`src/hdl/sdtw_pkg.sv`:
```
// Shared types and constants of the spike delay timing wheel.
// Used by every module of the block; depends on nothing.
package sdtw_pkg;

	// Event pointers are always 7 bits; the null pointer ends every list.
	localparam int PTR_W = 7;
	localparam logic [PTR_W-1:0] PTR_NULL = 7'd127;

	localparam int TARGET_W = 16;
	localparam int HANDLER_W = 2;
	localparam int DELAY_W = 16;
	localparam int STEP_W = 16;
	localparam int RING_LEN_W = 9;
	localparam int CFG_DATA_W = 16;
	localparam int CFG_IDX_W = 1;

	// Rounding divider: (2*delay + dt) / (2*dt).
	localparam int NUM_W = 18;
	localparam int DEN_W = 17;
	localparam int QUOT_W = 16;
	localparam int DIV_CNT_W = 5;

	localparam logic [CFG_IDX_W-1:0] CFG_RING_LENGTH = 1'b0;
	localparam logic [CFG_IDX_W-1:0] CFG_STEP_TIME = 1'b1;

	localparam logic KIND_SCHEDULE = 1'b0;
	localparam logic KIND_TICK = 1'b1;

	typedef enum logic [1:0] {
		ST_OK = 2'd0,
		ST_POOL_FULL = 2'd1,
		ST_TOO_LONG = 2'd2
	} status_t;

	typedef struct packed {
		logic kind;
		logic [TARGET_W-1:0] target_id;
		logic [HANDLER_W-1:0] handler_sel;
		logic [DELAY_W-1:0] delay_us;
	} in_word_t;

	typedef struct packed {
		logic event_valid;
		logic [TARGET_W-1:0] out_target;
		logic [HANDLER_W-1:0] out_handler;
		status_t status;
		logic last;
	} out_word_t;

	// One entry of the event pool.
	typedef struct packed {
		logic [PTR_W-1:0] next;
		logic [TARGET_W-1:0] target;
		logic [HANDLER_W-1:0] handler;
	} event_entry_t;

	// Write strobes of the event pool: whole entry or link field only.
	typedef struct packed {
		logic entry;
		logic link;
	} event_wr_t;

	typedef enum logic [3:0] {
		S_CLEAR,
		S_IDLE,
		S_DIV,
		S_SLOT,
		S_ALLOC,
		S_INSERT,
		S_TICK_HEAD,
		S_WALK
	} state_t;

endpackage

```
`src/hdl/sdtw_divider.sv`:
```
// Iterative restoring divider, one quotient bit per cycle.
// Depends on sdtw_pkg for its widths.
module sdtw_divider (
	input  logic                        clk,
	input  logic                        arst_n,
	input  logic                        start,
	input  logic [sdtw_pkg::NUM_W-1:0]  dividend,
	input  logic [sdtw_pkg::DEN_W-1:0]  divisor,
	output logic                        done,
	output logic [sdtw_pkg::QUOT_W-1:0] quotient
);

	logic                             busy_q;
	logic                             done_q;
	logic [sdtw_pkg::DIV_CNT_W-1:0]   cnt_q;
	logic [sdtw_pkg::DEN_W-1:0]       rem_q;
	logic [sdtw_pkg::NUM_W-1:0]       num_q;
	logic [sdtw_pkg::DEN_W-1:0]       den_q;
	logic [sdtw_pkg::QUOT_W-1:0]      quot_q;
	logic [sdtw_pkg::DEN_W:0]         trial;
	logic                             fits;

	assign trial = {rem_q, num_q[sdtw_pkg::NUM_W-1]};
	assign fits = (trial >= {1'b0, den_q});

	always_ff @(posedge clk or negedge arst_n) begin
		if (!arst_n) begin
			busy_q <= 1'b0;
			done_q <= 1'b0;
			cnt_q <= '0;
		end else begin
			// Done pulses for one cycle after the final quotient bit.
			done_q <= !start && busy_q &&
				(cnt_q == sdtw_pkg::DIV_CNT_W'(sdtw_pkg::NUM_W - 1));
			if (start) begin
				busy_q <= 1'b1;
				cnt_q <= '0;
			end else if (busy_q) begin
				cnt_q <= cnt_q + 1'b1;
				if (cnt_q == sdtw_pkg::DIV_CNT_W'(sdtw_pkg::NUM_W - 1)) begin
					busy_q <= 1'b0;
				end
			end
		end
	end

	// The quotient never exceeds QUOT_W bits, so the bits shifted out on top are zero.
	always_ff @(posedge clk) begin
		if (start) begin
			rem_q <= '0;
			num_q <= dividend;
			den_q <= divisor;
			quot_q <= '0;
		end else if (busy_q) begin
			if (fits) begin
				rem_q <= sdtw_pkg::DEN_W'(trial - {1'b0, den_q});
			end else begin
				rem_q <= trial[sdtw_pkg::DEN_W-1:0];
			end
			num_q <= {num_q[sdtw_pkg::NUM_W-2:0], 1'b0};
			quot_q <= {quot_q[sdtw_pkg::QUOT_W-2:0], fits};
		end
	end

	assign done = done_q;
	assign quotient = quot_q;

endmodule

```
`src/hdl/sdtw_slot_ram.sv`:
```
// Slot head memory: one list head pointer per wheel slot.
// One write port, one registered read port; depends on sdtw_pkg.
module sdtw_slot_ram #(
	parameter int DEPTH = 256,
	parameter int AW = 8
) (
	input  logic                       clk,
	input  logic                       we,
	input  logic [AW-1:0]              waddr,
	input  logic [sdtw_pkg::PTR_W-1:0] wdata,
	input  logic                       re,
	input  logic [AW-1:0]              raddr,
	output logic [sdtw_pkg::PTR_W-1:0] rdata
);

	logic [sdtw_pkg::PTR_W-1:0] mem [DEPTH];
	logic [sdtw_pkg::PTR_W-1:0] rdata_q;

	always_ff @(posedge clk) begin
		if (we) begin
			mem[waddr] <= wdata;
		end
		if (re) begin
			rdata_q <= mem[raddr];
		end
	end

	assign rdata = rdata_q;

endmodule

```
`src/hdl/sdtw_event_ram.sv`:
```
// Event pool memory: link, target and handler of each event entry.
// The link field can be written alone; depends on sdtw_pkg.
module sdtw_event_ram #(
	parameter int DEPTH = 64,
	parameter int AW = 6
) (
	input  logic                    clk,
	input  sdtw_pkg::event_wr_t     we,
	input  logic [AW-1:0]           waddr,
	input  sdtw_pkg::event_entry_t  wdata,
	input  logic                    re,
	input  logic [AW-1:0]           raddr,
	output sdtw_pkg::event_entry_t  rdata
);

	logic [sdtw_pkg::PTR_W-1:0]     mem_next [DEPTH];
	logic [sdtw_pkg::TARGET_W-1:0]  mem_target [DEPTH];
	logic [sdtw_pkg::HANDLER_W-1:0] mem_handler [DEPTH];
	sdtw_pkg::event_entry_t         rdata_q;

	always_ff @(posedge clk) begin
		if (we.entry || we.link) begin
			mem_next[waddr] <= wdata.next;
		end
		if (we.entry) begin
			mem_target[waddr] <= wdata.target;
			mem_handler[waddr] <= wdata.handler;
		end
		if (re) begin
			rdata_q.next <= mem_next[raddr];
			rdata_q.target <= mem_target[raddr];
			rdata_q.handler <= mem_handler[raddr];
		end
	end

	assign rdata = rdata_q;

endmodule

```
`src/hdl/spike_delay_timing_wheel_top.sv`:
```
// Spike delay timing wheel, top level: sequencer, configuration and output register.
// Instantiates sdtw_divider, sdtw_slot_ram and sdtw_event_ram; depends on sdtw_pkg.
//
// This block queues spike events on a timing wheel of up to RING_MAX slots and
// an event pool of POOL_SIZE entries. A schedule word rounds its delay to whole
// time steps with an iterative divider (one quotient bit per cycle), adds the
// current slot, wraps once, and pushes the event at the head of that slot's
// list, taking a recycled entry first and a fresh one otherwise; it returns one
// word with status ok, pool full or delay too long. A tick word reads the
// current slot head, then walks its list through the event memory, delivering
// one event word per cycle while the output register is free (most recent
// first, last set on the final one); an empty slot gives one word with
// event_valid low. The drained entries go back to the recycle list and the
// current slot advances, wrapping at ring_length. One word is worked on at a
// time; a new word is taken as soon as the sequencer is idle, even while a
// finished result still waits in the output register. After reset the block
// clears all RING_MAX slot heads, one slot per cycle, and takes no input word
// meanwhile; configuration writes are taken at any time but are meant to be
// made while the block is idle.
module spike_delay_timing_wheel_top #(
	parameter int RING_MAX = 256,
	parameter int POOL_SIZE = 64
) (
	input  logic                             clk,
	input  logic                             arst_n,
	input  logic                             cfg_we,
	input  logic [sdtw_pkg::CFG_IDX_W-1:0]   cfg_index,
	input  logic [sdtw_pkg::CFG_DATA_W-1:0]  cfg_data,
	input  logic                             in_valid,
	output logic                             in_ready,
	input  sdtw_pkg::in_word_t               in_data,
	output logic                             out_valid,
	input  logic                             out_ready,
	output sdtw_pkg::out_word_t              out_data
);

	localparam int CUR_W = $clog2(RING_MAX);
	localparam int EV_W = $clog2(POOL_SIZE);
	localparam int SUM_W = ((CUR_W > sdtw_pkg::QUOT_W) ? CUR_W : sdtw_pkg::QUOT_W) + 1;

	// Configuration registers.
	logic [sdtw_pkg::RING_LEN_W-1:0] ring_len_q;
	logic [sdtw_pkg::STEP_W-1:0]     step_q;

	// Sequencer and wheel state.
	sdtw_pkg::state_t             state_q, state_d;
	logic [CUR_W-1:0]             cur_q;
	logic [CUR_W-1:0]             clr_q;
	logic [sdtw_pkg::PTR_W-1:0]   recycle_q;
	logic [sdtw_pkg::PTR_W-1:0]   fresh_q;

	// Per-word working registers.
	sdtw_pkg::in_word_t           in_q;
	logic [CUR_W-1:0]             slot_q;
	logic                         over_q;
	logic                         from_recycle_q;
	logic [EV_W-1:0]              e_q;
	logic [sdtw_pkg::PTR_W-1:0]   head_q;
	logic [EV_W-1:0]              n_q;

	// Output register.
	logic                         out_valid_q;
	sdtw_pkg::out_word_t          out_q;

	// Memory and divider hookup.
	logic                         slot_we, slot_re;
	logic [CUR_W-1:0]             slot_waddr, slot_raddr;
	logic [sdtw_pkg::PTR_W-1:0]   slot_wdata, slot_rdata;
	sdtw_pkg::event_wr_t          ev_we;
	logic                         ev_re;
	logic [EV_W-1:0]              ev_waddr, ev_raddr;
	sdtw_pkg::event_entry_t       ev_wdata, ev_rdata;
	logic                         div_start, div_done;
	logic [sdtw_pkg::QUOT_W-1:0]  div_quot;
	logic [sdtw_pkg::NUM_W-1:0]   div_num;
	logic [sdtw_pkg::DEN_W-1:0]   div_den;
	logic [sdtw_pkg::STEP_W-1:0]  dt;

	// Derived control.
	logic                         in_fire, out_free, out_load;
	sdtw_pkg::out_word_t          out_next;
	logic [SUM_W-1:0]             len_eff, slot_sum, slot_wrap, cur_inc;
	logic [CUR_W-1:0]             cur_next;
	logic                         recycle_ok, fresh_ok, head_ok, next_ok, walk_last;

	assign in_ready = (state_q == sdtw_pkg::S_IDLE);
	assign in_fire = in_valid && in_ready;
	assign out_free = !out_valid_q || out_ready;

	// A ring length of zero acts as one; anything above RING_MAX acts as RING_MAX.
	always_comb begin
		if (ring_len_q == '0) begin
			len_eff = SUM_W'(1);
		end else if (SUM_W'(ring_len_q) > SUM_W'(RING_MAX)) begin
			len_eff = SUM_W'(RING_MAX);
		end else begin
			len_eff = SUM_W'(ring_len_q);
		end
	end

	// Rounded step count is (2*delay + dt) / (2*dt); a zero step time acts as one.
	assign dt = (step_q == '0) ? sdtw_pkg::STEP_W'(1) : step_q;
	assign div_num = {1'b0, in_data.delay_us, 1'b0} + sdtw_pkg::NUM_W'(dt);
	assign div_den = {dt, 1'b0};

	// Target slot: one wrap around the ring; still out of range means too long.
	assign slot_sum = SUM_W'(cur_q) + SUM_W'(div_quot);
	assign slot_wrap = (slot_sum >= len_eff) ? (slot_sum - len_eff) : slot_sum;

	// Advance of the current slot; a shrunk ring wraps it to zero here as well.
	assign cur_inc = SUM_W'(cur_q) + SUM_W'(1);
	assign cur_next = (cur_inc >= len_eff) ? '0 : cur_inc[CUR_W-1:0];

	assign recycle_ok = (recycle_q < sdtw_pkg::PTR_W'(POOL_SIZE));
	assign fresh_ok = (fresh_q < sdtw_pkg::PTR_W'(POOL_SIZE));
	assign head_ok = (slot_rdata < sdtw_pkg::PTR_W'(POOL_SIZE));
	assign next_ok = (ev_rdata.next < sdtw_pkg::PTR_W'(POOL_SIZE));
	assign walk_last = !next_ok || (n_q == EV_W'(POOL_SIZE - 1));

	// Next-state logic.
	always_comb begin
		state_d = state_q;
		case (state_q)
			sdtw_pkg::S_CLEAR: begin
				if (clr_q == CUR_W'(RING_MAX - 1)) begin
					state_d = sdtw_pkg::S_IDLE;
				end
			end
			sdtw_pkg::S_IDLE: begin
				if (in_fire) begin
					state_d = (in_data.kind == sdtw_pkg::KIND_TICK) ?
						sdtw_pkg::S_TICK_HEAD : sdtw_pkg::S_DIV;
				end
			end
			sdtw_pkg::S_DIV: begin
				if (div_done) begin
					state_d = sdtw_pkg::S_SLOT;
				end
			end
			sdtw_pkg::S_SLOT: begin
				state_d = sdtw_pkg::S_ALLOC;
			end
			sdtw_pkg::S_ALLOC: begin
				if (!over_q && (recycle_ok || fresh_ok)) begin
					state_d = sdtw_pkg::S_INSERT;
				end else if (out_free) begin
					state_d = sdtw_pkg::S_IDLE;
				end
			end
			sdtw_pkg::S_INSERT: begin
				if (out_free) begin
					state_d = sdtw_pkg::S_IDLE;
				end
			end
			sdtw_pkg::S_TICK_HEAD: begin
				if (head_ok) begin
					state_d = sdtw_pkg::S_WALK;
				end else if (out_free) begin
					state_d = sdtw_pkg::S_IDLE;
				end
			end
			sdtw_pkg::S_WALK: begin
				if (out_free && walk_last) begin
					state_d = sdtw_pkg::S_IDLE;
				end
			end
			default: begin
				state_d = sdtw_pkg::S_IDLE;
			end
		endcase
	end

	// Output logic: memory strobes, divider start and the next result word.
	always_comb begin
		slot_we = 1'b0;
		slot_waddr = cur_q;
		slot_wdata = sdtw_pkg::PTR_NULL;
		slot_re = 1'b0;
		slot_raddr = cur_q;
		ev_we = '0;
		ev_waddr = e_q;
		ev_wdata.next = slot_rdata;
		ev_wdata.target = in_q.target_id;
		ev_wdata.handler = in_q.handler_sel;
		ev_re = 1'b0;
		ev_raddr = e_q;
		div_start = 1'b0;
		out_load = 1'b0;
		out_next = '0;
		out_next.status = sdtw_pkg::ST_OK;
		out_next.last = 1'b1;
		case (state_q)
			sdtw_pkg::S_CLEAR: begin
				slot_we = 1'b1;
				slot_waddr = clr_q;
			end
			sdtw_pkg::S_IDLE: begin
				if (in_fire) begin
					if (in_data.kind == sdtw_pkg::KIND_TICK) begin
						slot_re = 1'b1;
					end else begin
						div_start = 1'b1;
					end
				end
			end
			sdtw_pkg::S_ALLOC: begin
				if (over_q) begin
					out_load = out_free;
					out_next.status = sdtw_pkg::ST_TOO_LONG;
				end else if (recycle_ok || fresh_ok) begin
					slot_re = 1'b1;
					slot_raddr = slot_q;
					ev_re = recycle_ok;
					ev_raddr = recycle_q[EV_W-1:0];
				end else begin
					out_load = out_free;
					out_next.status = sdtw_pkg::ST_POOL_FULL;
				end
			end
			sdtw_pkg::S_INSERT: begin
				if (out_free) begin
					out_load = 1'b1;
					ev_we.entry = 1'b1;
					slot_we = 1'b1;
					slot_waddr = slot_q;
					slot_wdata = sdtw_pkg::PTR_W'(e_q);
				end
			end
			sdtw_pkg::S_TICK_HEAD: begin
				if (head_ok) begin
					ev_re = 1'b1;
					ev_raddr = slot_rdata[EV_W-1:0];
				end else if (out_free) begin
					out_load = 1'b1;
					slot_we = 1'b1;
				end
			end
			sdtw_pkg::S_WALK: begin
				if (out_free) begin
					out_load = 1'b1;
					out_next.event_valid = 1'b1;
					out_next.out_target = ev_rdata.target;
					out_next.out_handler = ev_rdata.handler;
					out_next.last = walk_last;
					if (walk_last) begin
						// Splice the drained list in front of the recycle list.
						ev_we.link = 1'b1;
						ev_wdata.next = recycle_q;
						slot_we = 1'b1;
					end else begin
						ev_re = 1'b1;
						ev_raddr = ev_rdata.next[EV_W-1:0];
					end
				end
			end
			default: begin
			end
		endcase
	end

	// Control registers.
	always_ff @(posedge clk or negedge arst_n) begin
		if (!arst_n) begin
			state_q <= sdtw_pkg::S_CLEAR;
			clr_q <= '0;
			cur_q <= '0;
			recycle_q <= sdtw_pkg::PTR_NULL;
			fresh_q <= '0;
			out_valid_q <= 1'b0;
			ring_len_q <= sdtw_pkg::RING_LEN_W'(256);
			step_q <= sdtw_pkg::STEP_W'(100);
		end else begin
			state_q <= state_d;
			if (cfg_we) begin
				if (cfg_index == sdtw_pkg::CFG_RING_LENGTH) begin
					ring_len_q <= cfg_data[sdtw_pkg::RING_LEN_W-1:0];
				end else if (cfg_index == sdtw_pkg::CFG_STEP_TIME) begin
					step_q <= cfg_data;
				end
			end
			if (state_q == sdtw_pkg::S_CLEAR) begin
				clr_q <= clr_q + 1'b1;
			end
			if (out_load) begin
				out_valid_q <= 1'b1;
			end else if (out_ready) begin
				out_valid_q <= 1'b0;
			end
			if ((state_q == sdtw_pkg::S_INSERT) && out_free) begin
				if (from_recycle_q) begin
					recycle_q <= ev_rdata.next;
				end else begin
					fresh_q <= fresh_q + 1'b1;
				end
			end
			if ((state_q == sdtw_pkg::S_TICK_HEAD) && !head_ok && out_free) begin
				cur_q <= cur_next;
			end
			if ((state_q == sdtw_pkg::S_WALK) && out_free && walk_last) begin
				recycle_q <= head_q;
				cur_q <= cur_next;
			end
		end
	end

	// Working registers of the word in flight.
	always_ff @(posedge clk) begin
		if (in_fire) begin
			in_q <= in_data;
		end
		if (state_q == sdtw_pkg::S_SLOT) begin
			over_q <= (slot_wrap >= len_eff);
			slot_q <= slot_wrap[CUR_W-1:0];
		end
		if ((state_q == sdtw_pkg::S_ALLOC) && !over_q) begin
			from_recycle_q <= recycle_ok;
			e_q <= recycle_ok ? recycle_q[EV_W-1:0] : fresh_q[EV_W-1:0];
		end
		if ((state_q == sdtw_pkg::S_TICK_HEAD) && head_ok) begin
			head_q <= slot_rdata;
			e_q <= slot_rdata[EV_W-1:0];
			n_q <= '0;
		end
		if ((state_q == sdtw_pkg::S_WALK) && out_free && !walk_last) begin
			e_q <= ev_rdata.next[EV_W-1:0];
			n_q <= n_q + 1'b1;
		end
		if (out_load) begin
			out_q <= out_next;
		end
	end

	// In the final walk step e_q is the tail of the drained list.
	sdtw_divider u_divider (
		.clk      (clk),
		.arst_n   (arst_n),
		.start    (div_start),
		.dividend (div_num),
		.divisor  (div_den),
		.done     (div_done),
		.quotient (div_quot)
	);

	sdtw_slot_ram #(
		.DEPTH (RING_MAX),
		.AW    (CUR_W)
	) u_slot_ram (
		.clk   (clk),
		.we    (slot_we),
		.waddr (slot_waddr),
		.wdata (slot_wdata),
		.re    (slot_re),
		.raddr (slot_raddr),
		.rdata (slot_rdata)
	);

	sdtw_event_ram #(
		.DEPTH (POOL_SIZE),
		.AW    (EV_W)
	) u_event_ram (
		.clk   (clk),
		.we    (ev_we),
		.waddr (ev_waddr),
		.wdata (ev_wdata),
		.re    (ev_re),
		.raddr (ev_raddr),
		.rdata (ev_rdata)
	);

	assign out_valid = out_valid_q;
	assign out_data = out_q;

endmodule
```
`config.mk`:
```
export PLATFORM = sky130hd
export DESIGN_NAME = spike_delay_timing_wheel_top
export DESIGN_NICKNAME = d
export VERILOG_FILES = /design/src/hdl/sdtw_pkg.sv /design/src/hdl/sdtw_divider.sv /design/src/hdl/sdtw_slot_ram.sv /design/src/hdl/sdtw_event_ram.sv /design/src/hdl/spike_delay_timing_wheel_top.sv
export SDC_FILE = /design/constraint.sdc
export NUM_CORES = 2
export LEC_CHECK = 0
export ABC_AREA = 1
export BUFFER_PORTS_ARGS = -buffer_cell sky130_fd_sc_hd__buf_2
export CAP_MARGIN = 10
export CORE_UTILIZATION = 40
export DETAILED_ROUTE_END_ITERATION = 16
export GPL_ROUTABILITY_DRIVEN = 0
export PLACE_DENSITY_LB_ADDON = 0.3
export SKIP_CTS_REPAIR_TIMING = 1
export SYNTH_ARGS = -nofsm -noshare
export SYNTH_HDL_FRONTEND = slang
export SYNTH_HIERARCHICAL = 1
export SYNTH_SLANG_ARGS = --single-unit
export TNS_END_PERCENT = 5
```
`constraint.sdc`:
```
create_clock -name clk -period 4.91 [get_ports clk]
set_clock_uncertainty 0.15 [all_clocks]
set_input_delay 0.982 -clock clk [delete_from_list [all_inputs] [get_ports clk]]
set_output_delay 0.982 -clock clk [all_outputs]
set_load 0.005 [all_outputs]
```
==> summary.md <==
| Metric | Value |
|---|---|
| Clk_lat worst skew | `950 ps` |
| CTS tree | `done` |
| Final instance area | `174000 µm²` |
| Crit path top cell by count | `nand2_1` |
| Share of the synthesized area in the top cell type | `69.4%` |
| Seq pwr share | `38.3%` |
| Synthesized area per cell | `11.4 µm²` |
| Max Cap Viol | `0` |
| Vias in the first global route | `96.1k` |
| CP Launch Type | `flop` |
| Yosys reg bits | `3628` |
| Starting density of the core | `40.2%` |
| Drt drc | `0` |
| Number of synthesis warnings | `6` |
| Antenna violations before repair | `3` |
| Fmax | `0.214 GHz` |
| TritonRoute pass-1 iters | `7` |
| Core area | `379000 µm²` |
| Worst vdd ir | `0.547 mV` |
| Initial drt markers | `10.7k` |
| Worst Hold Class | `in -> async` |
| Req. time, crit path | `5440 ps` |
| Bufs on Longest Clock Path | `4` |
| CP max stage cell | `dfrtp_1` |
| Leak Pwr | `0.0626 µW` |
| Routed len/inst | `21.9 µm` |
| First-pass GRT wire length | `619000 µm` |
| Post-synthesis cell type count | `58` |
| Total CTS buffers | `380` |
| Setup slack, reg-to-reg | `240 ps` |
| Int Power | `59800 µW` |
| H-tree levels | `5` |
| Most numerous cell in the Yosys netlist | `nand2_1` |
| Outcome | `complete, no violations` |
| Number of filler cells placed in the layout | `34.2k` |
| Avg Vias per Cell | `5.33` |
| Min Tclk post-route | `4670 ps` |
| Sw Pwr | `33200 µW` |
| Area contributors post-synth | `edfxtp_1, nand2_1, nand3_1, buf_2, buf_6` |
| Overflow after GRT | `0` |
| Largest net degree at the start of global routing | `175` |
| Chip width | `620 µm` |
| Fin cells | `19.0k` |
| Placed instance count | `18.3k` |
| Clk pin slew, worst setup/hold paths | `60 ps` |
| Synth Flop Type | `edfxtp_1` |
| Gate power share | `31.9%` |
| Final setup violation count | `0` |
| Dominant cell type by area after synthesis | `edfxtp_1` |
| Critical Path AT | `5200 ps` |
| Routed WL | `415000 µm` |
| Final Cycle Share | `95.1%` |
| Fin. max-slew vios | `0` |
| Synth top cells by count | `nand2_1, edfxtp_1, nand3_1` |
| CP Buf/Inv Count | `6` |
| Hpwl dp | `243000 µm` |
| Post-Route Setup TNS | `0 ps` |
| Synthesized cell area | `153000 µm²` |
| Clk sink count | `3628` |
| Syn Inst Count | `13.3k` |
| All-Layer GR Usage | `21.1%` |
| Relative slew margins | `22.1%` |
| Die Area | `384000 µm²` |
| Sw Ratio | `35.7%` |
| WHS | `17.6 ps` |
| RSZ-0062 raised after global routing | `yes` |
| Routed Antenna Nets | `0` |
| Port Buffers | `80` |
| IO Count | `81` |
| Routed via count | `101k` |
| Root Driver | `clkbuf_16` |
| Pwr Density | `536 nW/µm²` |
| Final hold violations | `0` |
| Layout area overhead | `13.7%` |
| Share of layout cells above drive strength 1 | `11.0%` |
| Multi-input gate area | `39200 µm²` |
| Crit path capture type | `flop` |
| Register area | `108000 µm²` |
| Chip Height | `620 µm` |
| Setup CP Type | `reg -> reg` |
| Post-synth EDFFs | `3528` |
| Clk pwr share | `29.8%` |
| Crit-path leading delay family | `simple AND/OR/NAND/NOR gates` |
| Async SR Flop Fraction | `1.85%` |
| Actual slew at the worst max-slew pin | `1160 ps` |
| Worst path max stage delay | `390 ps` |
| Register area share after synthesis | `70.9%` |
| Rows | `226` |
| Nets | `13.8k` |
| Placed cell area | `161000 µm²` |
| Largest fanout on the critical path | `4` |
## cell families after synthesis
| family | after synthesis | synth area share, % |
|---|---|---|
| buf+inv | 1145 | 4.10 |
| other cells | 1 | 0.00246 |
| fa+ha+maj | 77 | 0.650 |
| simple gates | 8240 | 23.2 |
| mux | 8 | 0.0590 |
| compound gates | 190 | 0.742 |
| flops | 3628 | 70.9 |
| xor+xnor | 57 | 0.327 |
## path summary, 6_finish.rpt
path                        startpoint  cells past startpoint      endpoint
max in group asynchronous       arst_n                      1      clr_q[1]
min in group clk           in_data[26]                      1  ev_wdata[10]
min reg2reg                  head_q[1]                      2  recycle_q[1]
max                           cur_q[0]                     41        over_q
max reg2reg                   cur_q[0]                     41        over_q
min                             arst_n                      1    step_q[14]
## layout by cell type (no fill, tap or decap), types with 15 or more instances in the layout
cell type  synthesis  routed
nand2_1         4416    4397
edfxtp_1        3528    3528
nand3_1         3177    3165
buf_4             94     566
nor2_1           418     401
clkbuf_16          0     384
inv_1            282     270
buf_12             2     105
clkinv_1           2      96
clkbuf_1         189      91
buf_2            369      81
nor3_1           130      72
clkinv_2           0      66
ha_1              73      62
nor3_2             0      57
dfrtp_1           56      56
o21ai_0           70      54
a21oi_1           51      49
nand2_2           25      39
xor2_1            37      34
dfxtp_1           33      32
bufinv_16          0      23
nor2_2             7      21
inv_2             16      19
xnor2_1           20      19
nand4_1           19      19
o22ai_1           16      16
o211ai_1          15      15
## per-stage QoR
| step | setup slack, ps | util, % | power, µW |
|---|---|---|---|
| after floorplan | -347 | - | 55100 |
| after global placement | -236 | 42.5 | 65100 |
| after detailed placement | -114 | 42.5 | 65200 |
| after CTS | -149 | 45.6 | 92800 |
| after global routing | -120 | 45.8 | 97400 |
| final | 239 | 45.8 | 93000 |
## area by class of cell
class,count,area share [%]
antenna,6,0.00864
clock buffer,478,5.75
clock inverter,218,1.09
inverter,303,0.710
multi-input combinational,8574,22.6
sequential,3628,62.4
tap,5016,3.61
timing repair buffer,756,3.91
## worst register-to-register path: cells and delay by family, from the launching register on
| kind | cells | cell delay [ps] |
|---|---|---|
| and+or+nand+nor | 29 | 2160 |
| buffers and inverters | 6 | 440 |
| adders and majority gates | 4 | 1040 |
| AOI/OAI and AO/OA | 1 | 160 |
| DFF | 1 | 390 |
| xor gates and xnor gates | 1 | 90 |
## flip-flops by register name (all words and copies together), names as in the netlist, 18 cells and up
signal	flops
u_event_ram/mem_next	448
out_data	22
u_divider/num_q	18
ev_wdata	18
u_slot_ram/mem	1792
u_event_ram/rdata	25
u_event_ram/mem_handler	128
u_event_ram/mem_target	1024
## power groups by stage
| stage | Clock [µW] | Sequential (µW) | Combinational, µW |
|---|---|---|---|
| after floorplan | 0 | 36400 | 18700 |
| after global placement | 0 | 36300 | 28800 |
| after detailed placement | 0 | 36300 | 28900 |
| after CTS | 28100 | 35600 | 29000 |
| after global routing | 29200 | 35700 | 32400 |
| final | 27700 | 35700 | 29700 |
## metal layers
metal / part of all wire (%) / routed length (µm) / track usage [%]
met1: 42 / 174000 / 28.9
met2: 48 / 197000 / 34.6
met3: 7.3 / 30400 / 3.07
met4: 3.3 / 13700 / 6.94
met5: 0 / 0 / 0
(Power assumes the default switching activity.)
